===== config.mk =====
export PLATFORM = sky130hd
export DESIGN_NAME = bitmap_index_allocator
export DESIGN_NICKNAME = d
export VERILOG_FILES = /design/src/design/bia_pkg.sv /design/src/design/bia_ram.sv /design/src/design/bia_find_zero.sv /design/src/design/bitmap_index_allocator.sv
export VERILOG_INCLUDE_DIRS = /design/src /design/src/design
export SDC_FILE = /design/constraint.sdc
export NUM_CORES = 2
export LEC_CHECK = 0
export BUFFER_PORTS_ARGS = -buffer_cell sky130_fd_sc_hd__buf_2
export CELL_PAD_IN_SITES_DETAIL_PLACEMENT = 1
export CELL_PAD_IN_SITES_GLOBAL_PLACEMENT = 2
export CORE_ASPECT_RATIO = 2
export CORE_UTILIZATION = 30
export CTS_BUF_LIST = sky130_fd_sc_hd__clkbuf_8
export DETAILED_ROUTE_END_ITERATION = 7
export PLACE_DENSITY = 0.7
export SETUP_SLACK_MARGIN = 0.15
export SLEW_MARGIN = 20
export SYNTH_ARGS = -nofsm -noshare
export SYNTH_HDL_FRONTEND = slang
export SYNTH_SLANG_ARGS = --single-unit

===== constraint.sdc =====
create_clock -name clk -period 6.9 [get_ports clk]
set_clock_uncertainty 0.15 [all_clocks]
set_input_delay 0.345 -clock clk [delete_from_list [all_inputs] [get_ports clk]]
set_output_delay 0.345 -clock clk [all_outputs]
set_load 0.005 [all_outputs]

===== src/design/bitmap_index_allocator_defines.svh =====
// assertion macros for the bitmap index allocator
`ifndef BITMAP_INDEX_ALLOCATOR_DEFINES_SVH
`define BITMAP_INDEX_ALLOCATOR_DEFINES_SVH

`ifndef SYNTHESIS
`define BIA_ASSERT(label, prop, msg) \
  label: assert property (@(posedge clk) disable iff (rst) prop) else $error(msg);
`define BIA_ASSERT_ALWAYS(label, prop, msg) \
  label: assert property (@(posedge clk) prop) else $error(msg);
`else
`define BIA_ASSERT(label, prop, msg)
`define BIA_ASSERT_ALWAYS(label, prop, msg)
`endif

`endif


===== src/design/bia_pkg.sv =====
`default_nettype none
package bia_pkg;

  localparam int WORD_BITS  = 64;
  localparam int BIT_W      = 6;
  localparam int IDX_W      = 10;
  localparam int SLOT_CNT_W = 17;
  localparam int SLOT_COUNT = 1024;
  localparam int MAP_WORDS  = (SLOT_COUNT + WORD_BITS - 1) / WORD_BITS;
  localparam int WADDR_W    = (MAP_WORDS > 1) ? $clog2(MAP_WORDS) : 1;

  typedef enum logic {
    OP_ALLOC   = 1'b0,
    OP_RELEASE = 1'b1
  } opcode_e;

  typedef enum logic [1:0] {
    ST_ALLOC = 2'd0,
    ST_NONE  = 2'd1,
    ST_FREED = 2'd2,
    ST_RANGE = 2'd3
  } status_e;

  typedef enum logic [2:0] {
    S_IDLE,
    S_SCAN,
    S_REL_RD,
    S_REL_WR,
    S_DONE
  } state_e;

  typedef struct packed {
    logic             found;
    logic [BIT_W-1:0] bit_idx;
  } find_res_t;

endpackage
`default_nettype wire


===== src/design/bia_ram.sv =====
`default_nettype none
module bia_ram #(
  parameter int WIDTH = 64,
  parameter int DEPTH = 16,
  parameter int AW    = (DEPTH > 1) ? $clog2(DEPTH) : 1
) (
  input  logic             clk,
  input  logic             we,
  input  logic [AW-1:0]    waddr,
  input  logic [WIDTH-1:0] wdata,
  input  logic             re,
  input  logic [AW-1:0]    raddr,
  output logic [WIDTH-1:0] rdata
);

  logic [WIDTH-1:0] mem [DEPTH];

  always_ff @(posedge clk) begin
    if (we) begin
      mem[waddr] <= wdata;
    end
  end

  always_ff @(posedge clk) begin
    if (re) begin
      rdata <= mem[raddr];
    end
  end

endmodule
`default_nettype wire


===== src/design/bia_find_zero.sv =====
`default_nettype none
module bia_find_zero
  import bia_pkg::*;
(
  input  logic [WORD_BITS-1:0] word,
  output find_res_t            res
);

  localparam int GROUPS = WORD_BITS / 8;

  logic [GROUPS-1:0] grp_found;
  logic [2:0]        grp_bit [GROUPS];

  // lowest clear bit inside each byte
  always_comb begin
    for (int g = 0; g < GROUPS; g++) begin
      grp_found[g] = 1'b0;
      grp_bit[g]   = '0;
      for (int b = 7; b >= 0; b--) begin
        if (!word[g*8 + b]) begin
          grp_found[g] = 1'b1;
          grp_bit[g]   = 3'(b);
        end
      end
    end
  end

  // lowest byte that has one
  always_comb begin
    res.found   = 1'b0;
    res.bit_idx = '0;
    for (int g = GROUPS - 1; g >= 0; g--) begin
      if (grp_found[g]) begin
        res.found   = 1'b1;
        res.bit_idx = {3'(g), grp_bit[g]};
      end
    end
  end

endmodule
`default_nettype wire


===== src/design/bitmap_index_allocator.sv =====
`default_nettype none
// First-fit slot allocator over a bitmap of used slots (1024 slots, held as
// sixteen 64-bit words in a RAM with registered read). An input word carries
// the opcode in s_tuser (0 allocate, 1 release) and the slot in s_tdata; one
// result word comes back per input word with the status in m_tuser (0
// allocated, 1 none free, 2 released, 3 release out of range) and the
// granted index in m_tdata, zero unless allocated. Input is taken only while
// idle, and one item is in work at a time. An allocate scans the map from
// word 0 upward, one map word per cycle through the RAM read port and a
// 64-bit first-zero finder, and stops at the first word with a free bit or
// after the last word when the map is full. A release reads the map word,
// clears the bit and writes it back; an out-of-range release goes straight
// to the result. A finished result waits in the output register, so the
// next item is taken while it is still unread. Reset clears the map at once
// through one valid flag per map word; a word never written reads as all
// free, so no clearing pass is needed.
`include "bitmap_index_allocator_defines.svh"
module bitmap_index_allocator
  import bia_pkg::*;
(
  input  logic        clk,
  input  logic        rst,
  input  logic        s_tvalid,
  output logic        s_tready,
  input  logic [15:0] s_tdata,   // [9:0] slot_index, [15:10] zero
  input  logic [0:0]  s_tuser,   // [0] opcode
  output logic        m_tvalid,
  input  logic        m_tready,
  output logic [15:0] m_tdata,   // [9:0] granted_index, [15:10] zero
  output logic [1:0]  m_tuser    // [1:0] status
);

  localparam logic [WADDR_W-1:0] LAST_WORD = WADDR_W'(MAP_WORDS - 1);

  state_e state, state_next;

  // request and scan bookkeeping
  logic [IDX_W-1:0]   op_idx;
  logic [WADDR_W-1:0] scan_addr;    // next map word to read
  logic               issued_all;   // every map word has been read
  logic               chk_valid;    // ram output holds word chk_addr
  logic [WADDR_W-1:0] chk_addr;
  logic [MAP_WORDS-1:0] word_valid; // word written since reset

  // finished result, then output register
  logic [IDX_W-1:0] res_idx;
  status_e          res_st;
  logic [IDX_W-1:0] out_idx;
  status_e          out_st;

  // ram port
  logic                 ram_we;
  logic [WADDR_W-1:0]   ram_waddr;
  logic [WORD_BITS-1:0] ram_wdata;
  logic                 ram_re;
  logic [WADDR_W-1:0]   ram_raddr;
  logic [WORD_BITS-1:0] ram_rdata;

  logic [WORD_BITS-1:0]  cur_word;
  find_res_t             fr;
  logic [SLOT_CNT_W-1:0] alloc_slot;
  logic                  alloc_ok;
  logic [SLOT_CNT_W-1:0] in_slot;
  logic                  in_range;
  logic [SLOT_CNT_W-1:0] rel_slot;
  logic [WADDR_W-1:0]    rel_word;
  logic                  accept;
  logic                  out_load;

  bia_ram #(
    .WIDTH (WORD_BITS),
    .DEPTH (MAP_WORDS)
  ) u_ram (
    .clk   (clk),
    .we    (ram_we),
    .waddr (ram_waddr),
    .wdata (ram_wdata),
    .re    (ram_re),
    .raddr (ram_raddr),
    .rdata (ram_rdata)
  );

  bia_find_zero u_find (
    .word (cur_word),
    .res  (fr)
  );

  // datapath around the map word under check
  always_comb begin
    cur_word   = word_valid[chk_addr] ? ram_rdata : '0;  // unwritten word is all free
    alloc_slot = SLOT_CNT_W'({chk_addr, fr.bit_idx});
    alloc_ok   = fr.found && (alloc_slot < SLOT_CNT_W'(SLOT_COUNT));
    in_slot    = SLOT_CNT_W'(s_tdata[IDX_W-1:0]);
    in_range   = in_slot < SLOT_CNT_W'(SLOT_COUNT);
    rel_slot   = SLOT_CNT_W'(op_idx);
    rel_word   = rel_slot[WADDR_W+BIT_W-1:BIT_W];
    accept     = s_tvalid && s_tready;
    out_load   = (state == S_DONE) && (!m_tvalid || m_tready);
  end

  // next state
  always_comb begin
    state_next = state;
    unique case (state)
      S_IDLE: begin
        if (s_tvalid) begin
          if (s_tuser[0] == OP_ALLOC) begin
            state_next = S_SCAN;
          end else if (in_range) begin
            state_next = S_REL_RD;
          end else begin
            state_next = S_DONE;
          end
        end
      end
      S_SCAN: begin
        if ((chk_valid && fr.found) || (!chk_valid && issued_all)) begin
          state_next = S_DONE;
        end
      end
      S_REL_RD: state_next = S_REL_WR;
      S_REL_WR: state_next = S_DONE;
      S_DONE: begin
        if (!m_tvalid || m_tready) begin
          state_next = S_IDLE;
        end
      end
      default: state_next = S_IDLE;
    endcase
  end

  // outputs of the state machine: input ready and ram control
  always_comb begin
    s_tready  = 1'b0;
    ram_we    = 1'b0;
    ram_waddr = chk_addr;
    ram_wdata = cur_word;
    ram_re    = 1'b0;
    ram_raddr = scan_addr;
    unique case (state)
      S_IDLE: s_tready = 1'b1;
      S_SCAN: begin
        ram_re = !issued_all;
        if (chk_valid && alloc_ok) begin
          ram_we    = 1'b1;
          ram_wdata = cur_word | (WORD_BITS'(1) << fr.bit_idx);
        end
      end
      S_REL_RD: begin
        ram_re    = 1'b1;
        ram_raddr = rel_word;
      end
      S_REL_WR: begin
        ram_we    = 1'b1;
        ram_wdata = cur_word & ~(WORD_BITS'(1) << op_idx[BIT_W-1:0]);
      end
      S_DONE: ;
      default: ;
    endcase
  end

  always_ff @(posedge clk) begin
    if (rst) begin
      state      <= S_IDLE;
      word_valid <= '0;
      chk_valid  <= 1'b0;
      issued_all <= 1'b0;
      m_tvalid   <= 1'b0;
    end else begin
      state <= state_next;
      if (ram_we) begin
        word_valid[ram_waddr] <= 1'b1;
      end
      if (accept) begin
        chk_valid  <= 1'b0;
        issued_all <= 1'b0;
      end else if (state == S_SCAN) begin
        chk_valid <= !issued_all;
        if (!issued_all && scan_addr == LAST_WORD) begin
          issued_all <= 1'b1;
        end
      end
      if (out_load) begin
        m_tvalid <= 1'b1;
      end else if (m_tready) begin
        m_tvalid <= 1'b0;
      end
    end
  end

  // payload registers
  always_ff @(posedge clk) begin
    if (accept) begin
      op_idx    <= s_tdata[IDX_W-1:0];
      scan_addr <= '0;
      res_idx   <= '0;
      res_st    <= ST_RANGE;
    end
    if (state == S_SCAN) begin
      if (!issued_all) begin
        chk_addr  <= scan_addr;
        scan_addr <= scan_addr + WADDR_W'(1);
      end
      if (chk_valid && alloc_ok) begin
        res_idx <= alloc_slot[IDX_W-1:0];
        res_st  <= ST_ALLOC;
      end else begin
        res_idx <= '0;
        res_st  <= ST_NONE;  // first free bit past the slot count, or map full
      end
    end
    if (state == S_REL_RD) begin
      chk_addr <= rel_word;
    end
    if (state == S_REL_WR) begin
      res_idx <= '0;
      res_st  <= ST_FREED;
    end
    if (out_load) begin
      out_idx <= res_idx;
      out_st  <= res_st;
    end
  end

  assign m_tdata = {6'b0, out_idx};
  assign m_tuser = out_st;

  // map writes only from the scan hit or the release write-back
  `BIA_ASSERT(a_we_state, ram_we |-> (state == S_SCAN || state == S_REL_WR),
              "stray map write")
  // an allocate sets exactly one more bit in the word
  `BIA_ASSERT(a_alloc_one_bit,
              (ram_we && state == S_SCAN) |->
                ($countones(ram_wdata) == $countones(cur_word) + 1),
              "allocate did not set one bit")
  // only an allocated result carries an index
  `BIA_ASSERT(a_idx_zero, (m_tvalid && m_tuser != ST_ALLOC) |-> (m_tdata == 16'd0),
              "index on a non-allocate result")
  // an accepted item always leaves idle
  `BIA_ASSERT(a_accept_busy, accept |=> (state != S_IDLE), "accepted item dropped")

endmodule
`default_nettype wire

# ---- After elaboration in Yosys (flattened, before gate mapping)
# Memory sizes are Yosys's and may differ from the RTL's. A register that Yosys moved wholly into a read port is not among the register bits.
# Index checks and enable logic that the tools add are counted.
# W data, S select, Z words.
dict set report totals {
  output_inout_bits 20
  elab_cells 219
  inputBits 21
  reg_bits 64
  n_memories 1
  ram_bits 1024
}
# name depth width rd rd_ports_with_merged_regs wr line_no
set mem_list {}
lappend mem_list {u_ram.mem 16 64 1 1 1 bia_ram.sv:16} ;# logic [WIDTH-1:0] mem [DEPTH];
dict set report op_classes {
  reduce_logical 19
  n_bitwise 4
  n_eq_ne 9
  add_sub_neg 1
  n_shift 2
  n_mux 169
  magnitude_cmp 2
}
# op count
set op_table {}
lappend op_table {{$mux W3} 67}
lappend op_table {{$mux W64} 2}
lappend op_table {{$pmux W64 S2} 1}
lappend op_table {{$shl A1 B6 Y64 const A} 2}
lappend op_table {{$mux W1} 73}
lappend op_table {{$and A64 B64 Y64} 1}
lappend op_table {{$not A64 Y64} 1}
lappend op_table {{$or A64 B64 Y64} 1}
lappend op_table {{$mux W7} 8}
lappend op_table {{$mux W10} 3}
lappend op_table {{$mux W4} 7}
lappend op_table {{$or A16 B16 Y16} 1}
lappend op_table {{$pmux W3 S5} 1}
lappend op_table {{$eq A3 B2 Y1 const B} 2}
lappend op_table {{$logic_and A1 B1 Y1} 6}
lappend op_table {{$mux W2} 3}
lappend op_table {{$reduce_bool A2 Y1} 3}
lappend op_table {{$lt A4 B5 Y1 const B} 1}
lappend op_table {{$add A4 B1 Y4 const B} 1}
lappend op_table {{$bmux W1 S4} 1}
lappend op_table {{$demux W1 S4} 1}
lappend op_table {{$eq A4 B4 Y1 const B} 1}
lappend op_table {{$ge A4 B1 Y1 const B} 1}
lappend op_table {{$ne A2 B1 Y1 const B} 2}
lappend op_table {{other kinds (10)} 16}

# ---- Depth between registers and ports, before layout
dict set report depth {
  ltp_word 24
  mapped_depth 12
  mapped_depth_nobuf 8
}

# ---- Cells and area by module
# From an unflattened synthesis, not the netlist that was laid out.
dict set report unflattened {
  hier_cells 2286
  hier_area_um2 45179.6
}
# module area_each_um2 n_inst cells_per_inst
set modules_own_cells {}
lappend modules_own_cells {bia_ram 40222.3 1 1647}
lappend modules_own_cells {bitmap_index_allocator 4150.2 1 501}
lappend modules_own_cells {bia_find_zero 807.0 1 138}

# ---- Worst setup path after synthesis
# OpenSTA, ideal clock, no wires.
dict set report synth_timing {
  path_type {register -> register}
  from {register u_ram.rdata[2] (read register of u_ram.mem)}
  to {memory u_ram.mem[1][0] (enable)}
  n_path_buf 1
  arrival_ns 6.144
  stages_incl_launch_ff 9
  slack_ns 0.041
  setup_time_ns 0.565
  synth_period_minus_slack_ns 6.859
  path_cell_list {edfxtp_1 nand4_1 or2_1 buf_2 nor2_4 and4_1 a21boi_2 o2111ai_1 nor3_1}
}
dict set report synth_between {
  elab_chain_cells 10
}
# element line_no
set synth_lines {}
lappend synth_lines {{start: declaration} bia_ram.sv:13} ;# output logic [WIDTH-1:0] rdata
lappend synth_lines {{$mux W64} bitmap_index_allocator.sv:90} ;# cur_word = word_valid[chk_addr] ? ram_rdata : '0;
lappend synth_lines {{$mux W1 (3 in series)} bia_find_zero.sv:20} ;# if (!word[g*8 + b]) begin
lappend synth_lines {{$mux W7} bia_find_zero.sv:33} ;# if (grp_found[g]) begin
lappend synth_lines {{$logic_and A1 B1 Y1} bitmap_index_allocator.sv:144} ;# if (chk_valid && alloc_ok) begin
lappend synth_lines {{$mux W1} bitmap_index_allocator.sv:144}
lappend synth_lines {{$pmux W1 S2} bitmap_index_allocator.sv:140} ;# unique case (state)
lappend synth_lines {{$mux W1} bia_ram.sv:19} ;# if (we) begin
lappend synth_lines {{$mux W1 (not written as such)} bia_ram.sv:20} ;# mem[waddr] <= wdata;
lappend synth_lines {{end: declaration} bia_ram.sv:16}
# Every way passes these cells.

# ---- Worst setup path in the final report
dict set report layout_timing {
  from {register chk_addr[3]}
  to {memory u_ram.mem[13][46] (data pin)}
}
dict set report layout_between {
  elab_chain_cells 23
}
# element line_no
set layout_lines {}
lappend layout_lines {{start: declaration} bitmap_index_allocator.sv:42} ;# logic [WADDR_W-1:0] chk_addr;
lappend layout_lines {{start signal: assignment} bitmap_index_allocator.sv:201} ;# chk_addr <= scan_addr;
lappend layout_lines {{start signal: assignment} bitmap_index_allocator.sv:213} ;# chk_addr <= rel_word;
lappend layout_lines {{$bmux W1 S4 (*)} bitmap_index_allocator.sv:90}
lappend layout_lines {{$mux W1 (not written as such) (*)} bitmap_index_allocator.sv:90}
lappend layout_lines {{$mux W64 (*)} bitmap_index_allocator.sv:90}
lappend layout_lines {{$mux W3 or $mux W1 (tied branches) (8 in series)} bia_find_zero.sv:20}
lappend layout_lines {{$mux W7 (8 in series)} bia_find_zero.sv:33}
lappend layout_lines {{$shl A1 B6 Y64} bitmap_index_allocator.sv:146} ;# ram_wdata = cur_word | (WORD_BITS'(1) << fr.bit_idx);
lappend layout_lines {{$or A64 B64 Y64} bitmap_index_allocator.sv:146}
lappend layout_lines {{$mux W64} bitmap_index_allocator.sv:144}
lappend layout_lines {{$pmux W64 S2 (*)} bitmap_index_allocator.sv:140}
lappend layout_lines {{via ram_wdata[46]} bitmap_index_allocator.sv:54} ;# logic [WORD_BITS-1:0] ram_wdata;
# The timed path passes the listed nets; every way through them passes the cells marked *. The select of a mux whose other input is x is not followed.

==> results.sh <==
export IMPL_drc_errors=0
export IMPL_final_layout_size_suffix_gt1_share_pct=10.6
export IMPL_layout_nets=3814
export IMPL_grt_pass1_wl_mm=217
export IMPL_drv_slew=0
export IMPL_dr_pass1_iters=7
export IMPL_tightest_slew_ns=1.16
export IMPL_io_pins=41
export IMPL_synth_seq_cells=1152
export IMPL_cts_root_buffer="clkbuf_8"
export IMPL_dp_hpwl_mm=82.3
export IMPL_port_buffers=28
export IMPL_whs_endpoint="op_idx[7]"
export IMPL_clockBufferDepth=4
export IMPL_post_drt_wl_per_cell_um=24.8
export IMPL_vias_per_cell=5.25
export IMPL_ys_types=84
export IMPL_path_clk_slew_ns=0.07
export IMPL_place_congestion=0.939
export IMPL_fin_cells=5959
export IMPL_cp_cell_sequence="mux2i_1, a22oi_1, nand3_2, and2_2, buf_4, a2111o_1, a31oi_4, o22ai_1, buf_4"
export IMPL_die_h_um=561
export IMPL_timing_rr_start="chk_addr[3]"
export IMPL_critPathArrivalTime_ns=5.33
export IMPL_syn_inst=3718
export IMPL_rows=204
export IMPL_r2r_setup_slack_ns=2.00
export IMPL_final_cell_mix="edfxtp_1, nand2_1, nand3_1"
export IMPL_ir_drop_uv=360
export IMPL_p_leak_nw=17.7
export IMPL_cpPeakStageDelay_ns=0.90
export IMPL_numCtsBuffers=165
export IMPL_synth_edf_count=1114
export IMPL_crit_top_cell="buf_4"
export IMPL_initialDrtViolationCount=2010
export IMPL_final_hold_viol_count=0
export IMPL_core_sq_um=155000
export IMPL_setup_viol=0
export IMPL_grt_pass1_vias=32400
export IMPL_setup_tns_ns=0
export IMPL_top_layer="met4"
export IMPL_grt_usage_pct=18.5
export IMPL_dpl_cell_count=5665
export IMPL_hp_class="in -> reg"
export IMPL_cts_post_setup_buffers_inserted=0
export IMPL_area_growth_pct=12.9
export IMPL_rsz0062_at_grt="false"
export IMPL_p_total_mw=20.1
export IMPL_cp_max_fo=30
export IMPL_status="completed"
export IMPL_drt_total_wl_mm=148
export IMPL_yosysWarningCount=0
export IMPL_hold_path_depth=2
export IMPL_cp_data_required_time_ns=7.33
export IMPL_overflow=0
export IMPL_dr_wl_met2_mm=78.4
export IMPL_die_x_um=282
export IMPL_initial_core_util_pct=30.3
export IMPL_startpoint_type="flop"
export IMPL_avgSynthCellArea_sq_um=12.6
export IMPL_r2r_cells=9
export IMPL_clock_latency_ns=0.87
export IMPL_dieArea_sq_um=158000
export IMPL_synth_ff_type="edfxtp_1"
export IMPL_crit_path_end_kind="flop"
export IMPL_tritoncts="built"
export IMPL_powerDensity_nw_per_um2=379
export IMPL_min_period_over_period_pct=71.0
export IMPL_timing_rr_end="u_ram.mem[13][46]"
export IMPL_fill_cells=16600
export IMPL_met1Wirelength_mm=57.0
export IMPL_critPathKind="reg -> reg"
export IMPL_htree_levels=4
export IMPL_ant_nets=0
export IMPL_holdCritStartpoint="s_tdata[7]"
export IMPL_relSlewSlack_pct=22.4
export IMPL_slowest_stage="edfxtp_1"
export IMPL_fin_crit_ns=4.90
export IMPL_final_common_cell="edfxtp_1"
export IMPL_grt_start_max_net_pins=123
export IMPL_vias=31300
export IMPL_wl_met3_mm=5.61
export IMPL_timing_fmax_mhz=204
export IMPL_antenna_found_initial=2
export IMPL_netlist_area_sq_um=46900
export IMPL_synth_seq_area_share_pct=73.0
export IMPL_clock_sinks=1152
export IMPL_drv_cap=0
export IMPL_async_reset_ff_share_pct=0
-- worst max-delay path, delay by kind of cell (launching register included) --
| kind | cells | cell delay, ns |
|---|---|---|
| simple gates | 2 | 0.60 |
| compound gates | 4 | 2.02 |
| mux | 1 | 0.23 |
| buf+inv | 2 | 0.67 |
| flops | 1 | 0.90 |
-- worst max path at each step --
stage | start | to
floorplan | u_ram.rdata[2] | u_ram.mem[1][0]
global placement | chk_addr[3] | u_ram.mem[12][46]
detailed placement | chk_addr[3] | u_ram.mem[11][56]
CTS | chk_addr[3] | u_ram.mem[11][56]
global route | chk_addr[3] | u_ram.mem[0][26]
finish | chk_addr[3] | u_ram.mem[13][46]
-- kinds of logic (layout without fill, tap and decap cells) --
kind of cell / after synthesis / after routing / share of synthesized area (%)
adder cells (fa/ha/maj): 1 / 1 / 0.0267
multiplexers: 13 / 13 / 0.288
flip-flops: 1152 / 1152 / 73.0
XOR/XNOR: 1 / 1 / 0.0187
other: 1 / 7 / 0.00800
buffers and inverters: 286 / 461 / 2.70
AND/OR/NAND/NOR: 1822 / 1822 / 17.1
AO/OA/AOI/OAI: 442 / 442 / 6.84
-- power breakdown --
part / total, mW / switching, mW / internal (mW)
Sequential: 9.03 / 0.313 / 8.72
Clock: 4.99 / 2.62 / 2.37
Combinational: 6.04 / 4.43 / 1.60
Total: 20.1 / 7.37 / 12.7
-- state kept, by name, summed over array words and instances (netlist names) --
register and cells:
u_ram.mem 1024, u_ram.rdata 64, word_valid 16, op_idx 10, out_idx 10, res_idx 10, chk_addr 4, scan_addr 4
state 3, m_tuser 2, res_st 2, chk_valid 1, issued_all 1, m_tvalid 1
-- metrics by stage --
stage | hold slack [ns] | area (sq um) | setup WS, ns | util (%)
after floorplan | 0.258 | 46900 | 0.0412 | -
after global placement | 0.267 | 49700 | 1.93 | 32.1
after detailed placement | 0.272 | 49700 | 1.90 | 32.1
after CTS | 0.000994 | 52700 | 1.85 | 34.1
after global routing | 0.0557 | 52900 | 1.86 | 34.2
final | 0.0696 | 52900 | 2.00 | 34.2
-- layer usage --
metal	vias to the layer above	track usage, %
met5	-	0
met4	0	9.07
met2	794	33.8
li1	13900	-
met3	323	2.13
met1	16200	21.1
-- final cells by class --
cell class	count	area [sq um]	share of cell area [%]
sequential	1152	34200	64.6
multi-input combinational	2285	11800	22.3
tap	2060	2580	4.87
clock buffer	172	2370	4.47
timing repair buffer	151	1330	2.52
clock inverter	101	473	0.893
inverter	37	156	0.295
antenna	1	2.50	0.00473
-- Yosys cell counts (38+ instances only) --
cell / n / area, sq um
a31oi_1: 72 / 450
and3_1: 67 / 419
clkbuf_1: 147 / 552
nand2_1: 1078 / 4050
o21ai_0: 57 / 285
a311oi_1: 128 / 1120
nand3_1: 526 / 2630
o22ai_1: 57 / 357
buf_2: 74 / 370
dfxtp_1: 38 / 761
edfxtp_1: 1114 / 33500
nor2_1: 44 / 165
-- timing repair --
action	CTS	global route
resized for setup	0	0
setup endpoints to repair	0	0
hold buffers	19	0
endpoints found under the hold margin	43	0
(Power assumes the default switching activity.)
